[config.mk]
export PLATFORM = sky130hd
export DESIGN_NAME = nmea_rmc_sentence_parser_unit_flat
export DESIGN_NICKNAME = d
export VERILOG_FILES = /design/src/nrmc_pkg.sv /design/src/nrmc_rx_if.sv /design/src/nrmc_res_if.sv /design/src/nrmc_ctrl.sv /design/src/nrmc_dp.sv /design/src/nmea_rmc_sentence_parser_unit.sv /design/src/flat_wrapper.sv
export SDC_FILE = /design/constraint.sdc
export NUM_CORES = 1
export LEC_CHECK = 0
export BUFFER_PORTS_ARGS = -buffer_cell sky130_fd_sc_hd__clkbuf_2
export CAP_MARGIN = 10
export CORE_MARGIN = 10
export CORE_UTILIZATION = 35
export DETAILED_ROUTE_END_ITERATION = 6
export PLACE_DENSITY = 0.5
export SETUP_SLACK_MARGIN = 0.3
export SLEW_MARGIN = 20
export SYNTH_ARGS = -nofsm -noshare
export SYNTH_HDL_FRONTEND = slang
export SYNTH_SLANG_ARGS = --single-unit
[constraint.sdc]
create_clock -name clk -period 5.6 [get_ports clk]
set_clock_uncertainty 0.15 [all_clocks]
set_input_delay 0.56 -clock clk [delete_from_list [all_inputs] [get_ports clk]]
set_output_delay 0.56 -clock clk [all_outputs]
set_load 0.02 [all_outputs]
[src/nrmc_pkg.sv]
package nrmc_pkg;

	// ascii codes
	localparam logic [7:0] CH_DOLLAR = 8'h24;
	localparam logic [7:0] CH_STAR   = 8'h2A;
	localparam logic [7:0] CH_COMMA  = 8'h2C;
	localparam logic [7:0] CH_A      = 8'h41;
	localparam logic [3:0] NIB_MASK  = 4'h0F;

	localparam int unsigned HDR_LEN = 5;

	// result kinds
	localparam logic [1:0] KIND_SUM = 2'd0;
	localparam logic [1:0] KIND_LAT = 2'd1;
	localparam logic [1:0] KIND_LON = 2'd2;
	localparam logic [1:0] KIND_SPD = 2'd3;

	// summary status codes
	localparam logic [1:0] ST_OK   = 2'd0;
	localparam logic [1:0] ST_HDR  = 2'd1;
	localparam logic [1:0] ST_CSUM = 2'd2;

	// field numbers within the sentence, field 0 is the header
	localparam logic [3:0] FLD_STATUS = 4'd2;
	localparam logic [3:0] FLD_LAT    = 4'd3;
	localparam logic [3:0] FLD_NS     = 4'd4;
	localparam logic [3:0] FLD_LON    = 4'd5;
	localparam logic [3:0] FLD_WE     = 4'd6;
	localparam logic [3:0] FLD_SPD    = 4'd7;
	localparam logic [3:0] FLD_MAX    = 4'd15;

	typedef enum logic [2:0] {
		PH_IDLE,
		PH_BODY,
		PH_HEXH,
		PH_HEXL,
		PH_HEXBAD,
		PH_EMIT
	} phase_t;

	// controller to datapath
	typedef struct packed {
		logic restart;
		logic body;
		logic star;
		logic hexh;
		logic finish;
		logic finish_hexl;
		logic advance;
	} ctrl_cmd_t;

	// datapath to controller
	typedef struct packed {
		logic is_dollar;
		logic is_star;
		logic hex_ok;
		logic out_last;
	} dp_stat_t;

	// expected header text
	function automatic logic [7:0] hdr_char(input logic [2:0] pos);
		logic [7:0] c;
		begin
			unique case (pos)
				3'd0: c = 8'h47;
				3'd1: c = 8'h50;
				3'd2: c = 8'h52;
				3'd3: c = 8'h4D;
				3'd4: c = 8'h43;
				default: c = 8'h00;
			endcase
			return c;
		end
	endfunction

	// 0..15 for a hex digit, 16 otherwise
	function automatic logic [4:0] hex_value(input logic [7:0] c);
		logic [7:0] d;
		begin
			d = 8'h00;
			if (c >= 8'h30 && c <= 8'h39) begin
				d = c - 8'h30;
				return {1'b0, d[3:0]};
			end
			if (c >= 8'h41 && c <= 8'h46) begin
				d = c - 8'h41 + 8'd10;
				return {1'b0, d[3:0]};
			end
			if (c >= 8'h61 && c <= 8'h66) begin
				d = c - 8'h61 + 8'd10;
				return {1'b0, d[3:0]};
			end
			return 5'd16;
		end
	endfunction

endpackage

[src/nrmc_rx_if.sv]
interface nrmc_rx_if;
	logic       valid;
	logic       ready;
	logic [7:0] rx_byte;

	modport source(output valid, output rx_byte, input ready);
	modport sink(input valid, input rx_byte, output ready);
endinterface

[src/nrmc_res_if.sv]
interface nrmc_res_if;
	logic       valid;
	logic       ready;
	logic [1:0] kind;
	logic [7:0] char_value;
	logic [1:0] status;
	logic       fix_valid;
	logic [7:0] ns_char;
	logic [7:0] we_char;
	logic       last;

	modport source(output valid, output kind, output char_value, output status,
		output fix_valid, output ns_char, output we_char, output last, input ready);
	modport sink(input valid, input kind, input char_value, input status,
		input fix_valid, input ns_char, input we_char, input last, output ready);
endinterface

[src/nrmc_ctrl.sv]
module nrmc_ctrl
	import nrmc_pkg::*;
(
	input  logic      clk,
	input  logic      arst_n,
	input  logic      in_valid,
	output logic      in_ready,
	output logic      out_valid,
	input  logic      out_ready,
	input  dp_stat_t  stat,
	output ctrl_cmd_t cmd
);

	phase_t phase_q;
	phase_t phase_d;
	logic   in_fire;
	logic   out_fire;

	assign in_fire  = in_valid && in_ready;
	assign out_fire = out_valid && out_ready;

	always_ff @(posedge clk or negedge arst_n) begin
		if (!arst_n) begin
			phase_q <= PH_IDLE;
		end else begin
			phase_q <= phase_d;
		end
	end

	always_comb begin
		phase_d = phase_q;
		if (phase_q == PH_EMIT) begin
			if (out_fire && stat.out_last) begin
				phase_d = PH_IDLE;
			end
		end else if (in_fire) begin
			if (stat.is_dollar) begin
				phase_d = PH_BODY;
			end else begin
				unique case (phase_q)
					PH_IDLE:   phase_d = PH_IDLE;
					PH_BODY:   phase_d = stat.is_star ? PH_HEXH : PH_BODY;
					PH_HEXH:   phase_d = stat.hex_ok ? PH_HEXL : PH_HEXBAD;
					PH_HEXL:   phase_d = PH_EMIT;
					PH_HEXBAD: phase_d = PH_EMIT;
					default:   phase_d = PH_IDLE;
				endcase
			end
		end
	end

	always_comb begin
		in_ready        = (phase_q != PH_EMIT);
		out_valid       = (phase_q == PH_EMIT);
		cmd.restart     = in_fire && stat.is_dollar;
		cmd.body        = in_fire && !stat.is_dollar && !stat.is_star && phase_q == PH_BODY;
		cmd.star        = in_fire && !stat.is_dollar && stat.is_star && phase_q == PH_BODY;
		cmd.hexh        = in_fire && !stat.is_dollar && phase_q == PH_HEXH;
		cmd.finish      = in_fire && !stat.is_dollar
			&& (phase_q == PH_HEXL || phase_q == PH_HEXBAD);
		cmd.finish_hexl = (phase_q == PH_HEXL);
		cmd.advance     = out_fire && !stat.out_last;
	end

endmodule

[src/nrmc_dp.sv]
module nrmc_dp
	import nrmc_pkg::*;
#(
	parameter int unsigned FIELD_CHARS = 16
)
(
	input  logic       clk,
	input  logic       arst_n,
	input  logic [7:0] rx_byte,
	input  ctrl_cmd_t  cmd,
	output dp_stat_t   stat,
	output logic [1:0] kind,
	output logic [7:0] char_value,
	output logic [1:0] status,
	output logic       fix_valid,
	output logic [7:0] ns_char,
	output logic [7:0] we_char,
	output logic       last
);

	localparam int unsigned LEN_W = $clog2(FIELD_CHARS + 1);
	localparam int unsigned IDX_W = (FIELD_CHARS > 1) ? $clog2(FIELD_CHARS) : 1;
	localparam logic [LEN_W-1:0] LEN_MAX = LEN_W'(FIELD_CHARS);

	typedef struct packed {
		logic             found;
		logic [1:0]       k;
		logic [IDX_W-1:0] i;
	} pos_t;

	// sentence parse state
	logic [2:0]       hdr_pos_q;
	logic             hdr_match_q;
	logic [3:0]       fld_idx_q;
	logic             fld_started_q;
	logic [7:0]       xor_q;
	logic [3:0]       hi_nib_q;
	logic             fix_q;
	logic [7:0]       ns_q;
	logic [7:0]       we_q;
	logic [LEN_W-1:0] lat_len_q;
	logic [LEN_W-1:0] lon_len_q;
	logic [LEN_W-1:0] spd_len_q;

	logic [7:0] lat_mem [FIELD_CHARS];
	logic [7:0] lon_mem [FIELD_CHARS];
	logic [7:0] spd_mem [FIELD_CHARS];

	// result register and read pointer
	logic [1:0]       kind_q;
	logic [IDX_W-1:0] idx_q;
	logic [7:0]       char_q;
	logic [1:0]       status_q;
	logic             fix_out_q;
	logic [7:0]       ns_out_q;
	logic [7:0]       we_out_q;
	logic             last_q;

	logic [4:0] hv;
	logic [1:0] st;
	pos_t       p0;
	pos_t       p1;
	pos_t       p2;

	function automatic pos_t next_pos(input logic [1:0] k, input logic [IDX_W-1:0] i,
		input logic [LEN_W-1:0] la, input logic [LEN_W-1:0] lo, input logic [LEN_W-1:0] sp);
		pos_t             r;
		logic [LEN_W-1:0] cur_len;
		logic [LEN_W-1:0] nxt_i;
		begin
			case (k)
				KIND_LAT: cur_len = la;
				KIND_LON: cur_len = lo;
				KIND_SPD: cur_len = sp;
				default:  cur_len = '0;
			endcase
			nxt_i   = LEN_W'(i) + LEN_W'(1);
			r.found = 1'b0;
			r.k     = k;
			r.i     = i;
			if (k != KIND_SUM && nxt_i < cur_len) begin
				r.found = 1'b1;
				r.i     = nxt_i[IDX_W-1:0];
			end else if (k == KIND_SUM && la != '0) begin
				r = '{found: 1'b1, k: KIND_LAT, i: '0};
			end else if ((k == KIND_SUM || k == KIND_LAT) && lo != '0) begin
				r = '{found: 1'b1, k: KIND_LON, i: '0};
			end else if (k != KIND_SPD && sp != '0) begin
				r = '{found: 1'b1, k: KIND_SPD, i: '0};
			end
			return r;
		end
	endfunction

	assign hv = hex_value(rx_byte);

	assign stat.is_dollar = (rx_byte == CH_DOLLAR);
	assign stat.is_star   = (rx_byte == CH_STAR);
	assign stat.hex_ok    = !hv[4];
	assign stat.out_last  = last_q;

	always_comb begin
		if (!hdr_match_q) begin
			st = ST_HDR;
		end else if (cmd.finish_hexl && !hv[4] && hi_nib_q == xor_q[7:4]
			&& hv[3:0] == (xor_q[3:0] & NIB_MASK)) begin
			st = ST_OK;
		end else begin
			st = ST_CSUM;
		end
	end

	always_comb begin
		p0 = next_pos(KIND_SUM, '0, lat_len_q, lon_len_q, spd_len_q);
		p1 = next_pos(kind_q, idx_q, lat_len_q, lon_len_q, spd_len_q);
		p2 = next_pos(p1.k, p1.i, lat_len_q, lon_len_q, spd_len_q);
	end

	// parse state
	always_ff @(posedge clk or negedge arst_n) begin
		if (!arst_n) begin
			hdr_pos_q     <= '0;
			hdr_match_q   <= 1'b1;
			fld_idx_q     <= '0;
			fld_started_q <= 1'b0;
			xor_q         <= '0;
			hi_nib_q      <= '0;
			fix_q         <= 1'b0;
			ns_q          <= '0;
			we_q          <= '0;
			lat_len_q     <= '0;
			lon_len_q     <= '0;
			spd_len_q     <= '0;
		end else if (cmd.restart) begin
			hdr_pos_q     <= '0;
			hdr_match_q   <= 1'b1;
			fld_idx_q     <= '0;
			fld_started_q <= 1'b0;
			xor_q         <= '0;
			hi_nib_q      <= '0;
			fix_q         <= 1'b0;
			ns_q          <= '0;
			we_q          <= '0;
			lat_len_q     <= '0;
			lon_len_q     <= '0;
			spd_len_q     <= '0;
		end else if (cmd.star) begin
			if (hdr_pos_q < 3'(HDR_LEN)) begin
				hdr_match_q <= 1'b0;
			end
		end else if (cmd.hexh) begin
			hi_nib_q <= hv[3:0];
		end else if (cmd.body) begin
			xor_q <= xor_q ^ rx_byte;
			if (hdr_pos_q < 3'(HDR_LEN)) begin
				if (rx_byte != hdr_char(hdr_pos_q)) begin
					hdr_match_q <= 1'b0;
				end
				hdr_pos_q <= hdr_pos_q + 3'd1;
			end
			if (rx_byte == CH_COMMA) begin
				if (fld_idx_q < FLD_MAX) begin
					fld_idx_q <= fld_idx_q + 4'd1;
				end
				fld_started_q <= 1'b0;
			end else begin
				fld_started_q <= 1'b1;
				case (fld_idx_q)
					FLD_STATUS: if (!fld_started_q) fix_q <= (rx_byte == CH_A);
					FLD_NS:     if (!fld_started_q) ns_q <= rx_byte;
					FLD_WE:     if (!fld_started_q) we_q <= rx_byte;
					FLD_LAT:    if (lat_len_q < LEN_MAX) lat_len_q <= lat_len_q + LEN_W'(1);
					FLD_LON:    if (lon_len_q < LEN_MAX) lon_len_q <= lon_len_q + LEN_W'(1);
					FLD_SPD:    if (spd_len_q < LEN_MAX) spd_len_q <= spd_len_q + LEN_W'(1);
					default:    ;
				endcase
			end
		end
	end

	// character stores
	always_ff @(posedge clk) begin
		if (cmd.body && rx_byte != CH_COMMA) begin
			case (fld_idx_q)
				FLD_LAT: if (lat_len_q < LEN_MAX) lat_mem[lat_len_q[IDX_W-1:0]] <= rx_byte;
				FLD_LON: if (lon_len_q < LEN_MAX) lon_mem[lon_len_q[IDX_W-1:0]] <= rx_byte;
				FLD_SPD: if (spd_len_q < LEN_MAX) spd_mem[spd_len_q[IDX_W-1:0]] <= rx_byte;
				default: ;
			endcase
		end
	end

	// result register
	always_ff @(posedge clk or negedge arst_n) begin
		if (!arst_n) begin
			last_q <= 1'b0;
			kind_q <= KIND_SUM;
			idx_q  <= '0;
		end else if (cmd.finish) begin
			kind_q <= KIND_SUM;
			idx_q  <= '0;
			last_q <= (st != ST_OK) || !p0.found;
		end else if (cmd.advance) begin
			kind_q <= p1.k;
			idx_q  <= p1.i;
			last_q <= !p2.found;
		end
	end

	always_ff @(posedge clk) begin
		if (cmd.finish) begin
			char_q    <= 8'h00;
			status_q  <= st;
			fix_out_q <= (st == ST_OK) ? fix_q : 1'b0;
			ns_out_q  <= (st == ST_OK) ? ns_q : 8'h00;
			we_out_q  <= (st == ST_OK) ? we_q : 8'h00;
		end else if (cmd.advance) begin
			case (p1.k)
				KIND_LAT: char_q <= lat_mem[p1.i];
				KIND_LON: char_q <= lon_mem[p1.i];
				KIND_SPD: char_q <= spd_mem[p1.i];
				default:  char_q <= 8'h00;
			endcase
			status_q  <= ST_OK;
			fix_out_q <= 1'b0;
			ns_out_q  <= 8'h00;
			we_out_q  <= 8'h00;
		end
	end

	assign kind       = kind_q;
	assign char_value = char_q;
	assign status     = status_q;
	assign fix_valid  = fix_out_q;
	assign ns_char    = ns_out_q;
	assign we_char    = we_out_q;
	assign last       = last_q;

endmodule

[src/nmea_rmc_sentence_parser_unit.sv]
// nmea 0183 rmc sentence parser: takes one ascii character per beat on rx and
// checks the "GPRMC" header and the xor checksum given by the two hex digits
// after '*'. a '$' restarts the sentence at any point. the second checksum digit
// produces a summary beat on res (status, fix flag, n/s and e/w characters);
// when the sentence is accepted the latitude, longitude and speed characters
// follow, one per beat, and the final beat carries last. each field keeps at
// most FIELD_CHARS characters. rate: a character is taken every cycle while the
// block is parsing; after the closing checksum digit no character is taken until
// the result run of 1 to 1 + 3 * FIELD_CHARS beats has drained from the output
// register, one beat per cycle while the sink does not stall.
module nmea_rmc_sentence_parser_unit
	import nrmc_pkg::*;
#(
	parameter int unsigned FIELD_CHARS = 16
)
(
	input  logic    clk,
	input  logic    arst_n,
	nrmc_rx_if.sink rx,
	nrmc_res_if.source res
);

	ctrl_cmd_t cmd;
	dp_stat_t  stat;

	// phase sequencing and handshakes
	nrmc_ctrl u_ctrl (
		.clk      (clk),
		.arst_n   (arst_n),
		.in_valid (rx.valid),
		.in_ready (rx.ready),
		.out_valid(res.valid),
		.out_ready(res.ready),
		.stat     (stat),
		.cmd      (cmd)
	);

	// header check, checksum, field capture and the result register
	nrmc_dp #(
		.FIELD_CHARS(FIELD_CHARS)
	) u_dp (
		.clk       (clk),
		.arst_n    (arst_n),
		.rx_byte   (rx.rx_byte),
		.cmd       (cmd),
		.stat      (stat),
		.kind      (res.kind),
		.char_value(res.char_value),
		.status    (res.status),
		.fix_valid (res.fix_valid),
		.ns_char   (res.ns_char),
		.we_char   (res.we_char),
		.last      (res.last)
	);

endmodule

[src/flat_wrapper.sv]
// flat-port wrapper written by rule: the top's interface ports become plain ports
module nmea_rmc_sentence_parser_unit_flat import nrmc_pkg::*;
#(
	parameter int unsigned FIELD_CHARS = 16
)
  (clk, arst_n, rx_valid, rx_rx_byte, rx_ready, res_valid, res_kind, res_char_value, res_status, res_fix_valid, res_ns_char, res_we_char, res_last, res_ready);
  nrmc_rx_if rx_i ();
  nrmc_res_if res_i ();
  input  logic clk;
  input  logic arst_n;
  input wire logic [$bits(rx_i.valid)-1:0] rx_valid;
  input wire logic [$bits(rx_i.rx_byte)-1:0] rx_rx_byte;
  output wire logic [$bits(rx_i.ready)-1:0] rx_ready;
  output wire logic [$bits(res_i.valid)-1:0] res_valid;
  output wire logic [$bits(res_i.kind)-1:0] res_kind;
  output wire logic [$bits(res_i.char_value)-1:0] res_char_value;
  output wire logic [$bits(res_i.status)-1:0] res_status;
  output wire logic [$bits(res_i.fix_valid)-1:0] res_fix_valid;
  output wire logic [$bits(res_i.ns_char)-1:0] res_ns_char;
  output wire logic [$bits(res_i.we_char)-1:0] res_we_char;
  output wire logic [$bits(res_i.last)-1:0] res_last;
  input wire logic [$bits(res_i.ready)-1:0] res_ready;
  assign rx_i.valid = rx_valid;
  assign rx_i.rx_byte = rx_rx_byte;
  assign rx_ready = rx_i.ready;
  assign res_valid = res_i.valid;
  assign res_kind = res_i.kind;
  assign res_char_value = res_i.char_value;
  assign res_status = res_i.status;
  assign res_fix_valid = res_i.fix_valid;
  assign res_ns_char = res_i.ns_char;
  assign res_we_char = res_i.we_char;
  assign res_last = res_i.last;
  assign res_i.ready = res_ready;
  nmea_rmc_sentence_parser_unit #(.FIELD_CHARS(FIELD_CHARS)) u_core (.clk(clk), .arst_n(arst_n), .rx(rx_i), .res(res_i));
endmodule
Word level (Yosys, flattened, before mapping). Memory sizes are Yosys's and may differ from the RTL's. Index checks and enable logic that the tools add are counted.

Add/subtract/negate cells: 12. Order comparisons: 13. Equality and inequality tests: 39. Muxes and demuxes: 141. Bitwise logic cells: 1. Reductions and logical operators: 79.

Operators with widths (number): 2-to-1 mux 8 bit (27); 2-to-1 mux 5 bit (27); 2-to-1 mux 4 bit (12); 2-to-1 mux 1 bit (43); 2-to-1 mux 7 bit (6); nonzero test 2 bit (19); AND reduction 6 bit (6); one-hot mux 7 bit (5 select lines) (1); 2-to-1 mux 3 bit (10); one-hot mux 5 bit (3 select lines) (2); logical AND 1 bit (27); equality test 8 x 6 -> 1 bit, second input constant (3); one-hot mux 8 bit (3 select lines) (1); 2-to-1 mux 6 bit (3); equality test 4 x 3 -> 1 bit, second input constant (4); >= comparator 8 x 7 -> 1 bit, second input constant (2); <= comparator 8 x 7 -> 1 bit, second input constant (2); 2-to-1 mux 2 bit (8); adder 5 x 1 -> 5 bit, second input constant (3); less-than comparator 5 bit, second input constant (3); nonzero test 5 bit (3); equality test 3 x 2 -> 1 bit, second input constant (4); subtractor 4 x 1 -> 4 bit, second input constant (3); adder 4 x 1 -> 5 bit, second input constant (2); 34 further kinds (64).

Register bits after elaboration: 90. Bits in writable memories: 384. Input bits: 12. Output and inout bits: 32. Word-level logic and storage cells: 309. Memories: 3.

Memory list: u_core.u_dp.lat_mem (words 16, width 8, rd ports 1, clocked after Yosys merged registers in 0, wr ports 1, RTL line nrmc_dp.sv:45) `logic [7:0] lat_mem [FIELD_CHARS];`; u_core.u_dp.lon_mem (words 16, width 8, rd ports 1, clocked after Yosys merged registers in 0, wr ports 1, RTL line nrmc_dp.sv:46) `logic [7:0] lon_mem [FIELD_CHARS];`; u_core.u_dp.spd_mem (words 16, width 8, rd ports 1, clocked after Yosys merged registers in 0, wr ports 1, RTL line nrmc_dp.sv:47) `logic [7:0] spd_mem [FIELD_CHARS];`.

Depth between registers and ports, before layout.
Depth in word-level cells: 18. Mapped depth: 22. Depth with buffers taken out: 17.

By module. A second synthesis with hierarchy kept.

Cell total of the unflattened synthesis: 1502. Area, all modules: 20965.1 um^2.

By module, submodules not included: nrmc_dp (times used 1, cells each 1465, area an instance 20646.1 um^2, seq. area each 13764.5 um^2); nrmc_ctrl (times used 1, cells each 37, area an instance 319.1 um^2, seq. area each 75.1 um^2).

Worst setup path before layout. No wires, ideal clock.

Path type: register -> register. Start: register u_core.u_dp.kind_q[1], in the netlist u_core.u_dp.kind[1]. End: register u_core.u_dp.last_q, in the netlist u_core.u_dp.last. Library setup time: 126 ps. Arrival time: 4797 ps. Data required time: 5324 ps. Setup slack: 527 ps. Stages on the path, launching flop included: 22. Path buffers: 5. Clock period less this slack: 5073 ps. Cells stage by stage: dfrtp_1 > clkbuf_1 > nor2b_1 > a21oi_1 > ha_1 > nand4_1 > a311o_1 > buf_4 > a2111oi_4 > nor2_4 > inv_6 > buf_6 > buf_4 > buf_2 > ha_1 > xor2_1 > ha_1 > a21o_1 > a21o_1 > a221oi_1 > o21ai_0 > a221o_1.

Longest elaborated chain between the ends: 15. Elaborated cells between the ends (all ways): 39. Classes of those cells: add/sub (1); order compare (2); eq/ne (8); mux (13); reduce/logical (15).

RTL lines: start, declared (RTL line nrmc_dp.sv:50) `logic [1:0] kind_q;`; start signal, assigned (RTL line nrmc_dp.sv:204) `kind_q <= p1.k;`; branches (longest 11 deep; another with less-than comparator 5 bit); 2-to-1 mux 1 bit (*) (RTL line nrmc_dp.sv:81) `if (k != KIND_SUM && nxt_i < cur_len) begin`; zero test 1 bit (*) (RTL line nrmc_dp.sv:206) `last_q <= !p2.found;`; 2-to-1 mux 1 bit (*) (RTL line nrmc_dp.sv:203) `end else if (cmd.advance) begin`; 2-to-1 mux 1 bit (*) (RTL line nrmc_dp.sv:199) `end else if (cmd.finish) begin`; end signal, assigned (RTL line nrmc_dp.sv:202) `last_q <= (st != ST_OK) || !p0.found;`; end signal, assigned (RTL line nrmc_dp.sv:206); end, declared (RTL line nrmc_dp.sv:57) `logic last_q;`.

Mark *: on every way between the ends. The select of a mux whose other input is x is not followed. A chain may end at the register's enable or synchronous reset.

Final worst setup path.
Start: register u_core.u_dp.idx_q[1]. End: register u_core.u_dp.char_q[3], in the netlist u_core.u_dp.char_value[3].

Longest elaborated chain between the ends: 6. Elaborated cells between the ends (all ways): 15. Classes of those cells: add/sub (1); order compare (1); eq/ne (3); mux (6); reduce/logical (1); memory (3).

RTL lines: start, declared (RTL line nrmc_dp.sv:51) `logic [IDX_W-1:0] idx_q;`; start signal, assigned (RTL line nrmc_dp.sv:205) `idx_q <= p1.i;`; adder 4 x 1 -> 5 bit / 2-to-1 mux 6 bit (equally long branches) (RTL line nrmc_dp.sv:77, nrmc_dp.sv:88); less-than comparator 5 bit / 2-to-1 mux 6 bit (equally long branches) (RTL line nrmc_dp.sv:81, nrmc_dp.sv:86); logical AND 1 bit / 2-to-1 mux 6 bit (equally long branches) (RTL line nrmc_dp.sv:81, nrmc_dp.sv:84); 2-to-1 mux 4 bit / 2-to-1 mux 2 bit (equally long branches) (RTL line nrmc_dp.sv:81); memory (16 x 8 bit), or another cell as far along; one-hot mux 8 bit (3 select lines) (*) (RTL line nrmc_dp.sv:218) `case (p1.k)`; end signal, assigned (RTL line nrmc_dp.sv:219) `KIND_LAT: char_q <= lat_mem[p1.i];`; end signal, assigned (RTL line nrmc_dp.sv:220) `KIND_LON: char_q <= lon_mem[p1.i];`; end signal, assigned (RTL line nrmc_dp.sv:221) `KIND_SPD: char_q <= spd_mem[p1.i];`; end, declared (RTL line nrmc_dp.sv:52) `logic [7:0] char_q;`.

Every way passes the cells marked *; elsewhere a longest branch is shown, timed or not.

==> impl_metrics.ini <==
[clock_tree]
cts_htree_levels = 2
cts_tree = done
clock_path_buffers = 3
cts_buffers = 53
cts.root.buffer_cell = clkbuf_16
worstSkewPairLatency_ns = 0.60
clock-sinks = 474
clk_pin_slew_ns = 0.06

[synthesis]
synth-edff-count = 403
synth_async_sr_flop_share = 0.133
synthesis.nets = 1708
yosysSeqAreaShare = 0.661
syn_area_per_cell_um2 = 12.6
syn_area_um2 = 20900
synth_warnings = 0
synth_cells = 1661
ys_types = 88
ys_ff_latch = 474
synth_flop_cell = edfxtp_1

[route]
drtAntennaViolNets = 0
via_per_inst = 5.33
firstDrtPassIters = 6
wl_per_cell_um = 23.4
finalWirelength_mm = 59.8
drt_iter0_drc = 1122
drc = 0
routed-via-count = 13600

[sta]
period_minus_slack_ns = 5.04
setup-violations-final = 0
worst-slew-pin-transition_ns = 1.12
setup_ws_ns = 0.562
finalHoldViolCount = 0
report.final.slew_viol_count = 0
clock.fmax_mhz = 198
rsz0062_at_grt = false
period_share = 0.900
fin_setup_tns_ns = 0
slew_headroom = 0.253

[worst_setup_path]
cp_common_cell = ha_1
crit_path_max_incr_delay_ns = 0.83
arrival_ns = 5.43
critPathSlowestCell = nor4_1
worst-setup-path-type = register to register
cp_num_buf_inv = 1
rr_startpoint = u_core.u_dp.idx_q[1]$_DFFE_PN0P_
end_kind = register
rrSetupSlack_ns = 0.56
r2r_cells = 12
regToRegEndpoint = u_core.u_dp.char_value[3]$_SDFFE_PP0P_
start_kind = register
cp_max_fo = 12
required_ns = 5.99
cpLargestDelayFamily = compound AO/OA/AOI/OAI gates
crit_chain = ha_1 -> xor2_1 -> ha_1 -> a21o_1 -> a311oi_4 -> a211oi_2 -> a2bb2oi_1 -> o22a_1 -> buf_4 -> a21oi_1 -> nor4_1 -> a2111o_1

[finish]
drive_above_1_share = 0.147
final_cells = 2558
fill_cells = 5564
synthToLayoutAreaGrowth_pct = 15.0
nNetsFinal = 1790
n_antenna_cell = 0
final_cell_mix = 403 x edfxtp_1, 315 x nand2_1, 130 x nand3_1, 89 x nor2_1, 80 x a21oi_1
utilization = 0.407
final_common_cell = edfxtp_1

[power_and_ir_drop]
power.density_nw_per_um2 = 392
clockPowerShare = 0.378
seqPwrFrac = 0.434
max-vdd-ir-drop_uv = 245
p_sw_mw = 2.74
p_sw_frac = 0.291
power.total_mw = 9.43
combPwrFrac = 0.187
cellInternalPower_mw = 6.69
leakagePower_nw = 8.54

[flow_run]
drv_cap = 0

[global_routing]
antenna_found_initial = 2
first_global_vias = 13700
grt_pass1_wl_mm = 89.2
grt_use_total = 0.168
grt_max_degree = 132
gr-total-overflow = 0

[place]
gp_congestion = 0.851
io_buffers = 43
hpwl_mm = 37.7
place_inst = 2461
place_ws_ns = 0.417

[floorplan]
start_util = 0.354
die_area_um2 = 70000
fp-row-count = 89
pin_count = 44
coreArea_um2 = 59100
die_h_um = 265
die_w_um = 265

[hold_path]
hp-class = primary input to asynchronous set/reset pin

[run_status]
status = complete, no violations
## metrics by stage
stage	hold WS [ns]	cell area (um2)
floorplan	0.114	20900
global placement	0.336	22300
detailed placement	0.339	22300
CTS	0.0147	24000
global route	0.0786	24100
finish	0.0169	24100
## what timing repair did
item,CTS,global route
endpoints found under the setup margin,0,8
hold buffers,0,0
gates resized for setup,0,6
buffers inserted,0,0
## synth_stat cells, drive strengths merged, types with 17 or more instances
cell type | n | area (um2)
buf | 40 | 258
o21ai | 36 | 188
a21oi | 81 | 417
dfrtp | 62 | 1550
nor3 | 34 | 170
mux2i | 65 | 651
edfxtp | 403 | 12100
and2 | 24 | 150
clkbuf | 45 | 169
nor2 | 91 | 349
inv | 27 | 106
nand3 | 130 | 651
xor2 | 17 | 149
nand2 | 316 | 1190
ha | 35 | 438
mux2 | 23 | 263
## flip-flops by register name (all words and copies together), names as in the netlist, 4 cells and up
| name | flops |
|---|---|
| u_core.u_dp.spd_mem | 128 |
| u_core.u_dp.char_value | 8 |
| u_core.u_dp.we_char | 8 |
| u_core.u_dp.idx_q | 4 |
| u_core.u_dp.ns_char | 8 |
| u_core.u_dp.ns_q | 8 |
| u_core.u_dp.lat_len_q | 5 |
| u_core.u_dp.fld_idx_q | 4 |
| u_core.u_dp.lon_mem | 128 |
| u_core.u_dp.lat_mem | 128 |
| u_core.u_dp.lon_len_q | 5 |
| u_core.u_dp.hi_nib_q | 4 |
| u_core.u_dp.spd_len_q | 5 |
| u_core.u_dp.we_q | 8 |
| u_core.u_dp.xor_q | 8 |
## worst register-to-register path, stage by stage, from the launching register on
cell and delay [ns]:
dfrtp_1 0.47, ha_1 0.36, xor2_1 0.30, ha_1 0.30, a21o_1 0.20, a311oi_4 0.52
a211oi_2 0.25, a2bb2oi_1 0.30, o22a_1 0.77, buf_4 0.32, a21oi_1 0.08, nor4_1 0.83
a2111o_1 0.16
## power by group through the flow
| stage | clock, mW | combinational [mW] | sequential, mW |
|---|---|---|---|
| global route | 3.78 | 1.94 | 4.12 |
| detailed placement | 0 | 1.77 | 4.17 |
| CTS | 3.63 | 1.78 | 4.09 |
| finish | 3.57 | 1.77 | 4.10 |
| floorplan | 0 | 1.20 | 4.18 |
| global placement | 0 | 1.76 | 4.16 |
## cell type report
| cell class | instances | area (um2) | share of cell area |
|---|---|---|---|
| multi-input combinational | 1075 | 6600 | 0.274 |
| timing repair buffer | 112 | 771 | 0.0320 |
| inverter | 27 | 109 | 0.00452 |
| sequential | 474 | 13800 | 0.575 |
| clock buffer | 67 | 1420 | 0.0590 |
| clock inverter | 30 | 364 | 0.0151 |
| tap | 773 | 967 | 0.0402 |
## how the worst max path moves through the flow
| stage | start | end | cells after the start |
|---|---|---|---|
| after global placement | u_core.u_dp.kind[1]$_DFFE_PN0P_ | u_core.u_dp.char_value[5]$_SDFFE_PP0P_ | 13 |
| after CTS | u_core.u_dp.kind[1]$_DFFE_PN0P_ | u_core.u_dp.char_value[1]$_SDFFE_PP0P_ | 12 |
| after detailed placement | u_core.u_dp.kind[1]$_DFFE_PN0P_ | u_core.u_dp.char_value[1]$_SDFFE_PP0P_ | 12 |
| after floorplan | u_core.u_dp.kind[1]$_DFFE_PN0P_ | u_core.u_dp.last$_DFFE_PN0P_ | 21 |
| after global routing | u_core.u_dp.kind[1]$_DFFE_PN0P_ | u_core.u_dp.char_value[3]$_SDFFE_PP0P_ | 12 |
| final | u_core.u_dp.idx_q[1]$_DFFE_PN0P_ | u_core.u_dp.char_value[3]$_SDFFE_PP0P_ | 12 |
## cells by family after synthesis
group                      synth area share
AOI/OAI and AO/OA                    0.0752
and+or+nand+nor                       0.151
buffers and inverters                0.0255
adders and majority gates            0.0209
muxes                                0.0533
xor gates and xnor gates             0.0134
DFF                                   0.661
## routing by layer
metal	GRT usage	share of wire	vias to the layer above
met5	0	0.00022	-
met4	0.0461	0.021	2
met3	0.0244	0.053	89
met2	0.274	0.47	360
met1	0.229	0.45	6872
li1	-	-	6302
(Power assumes the default switching activity.)
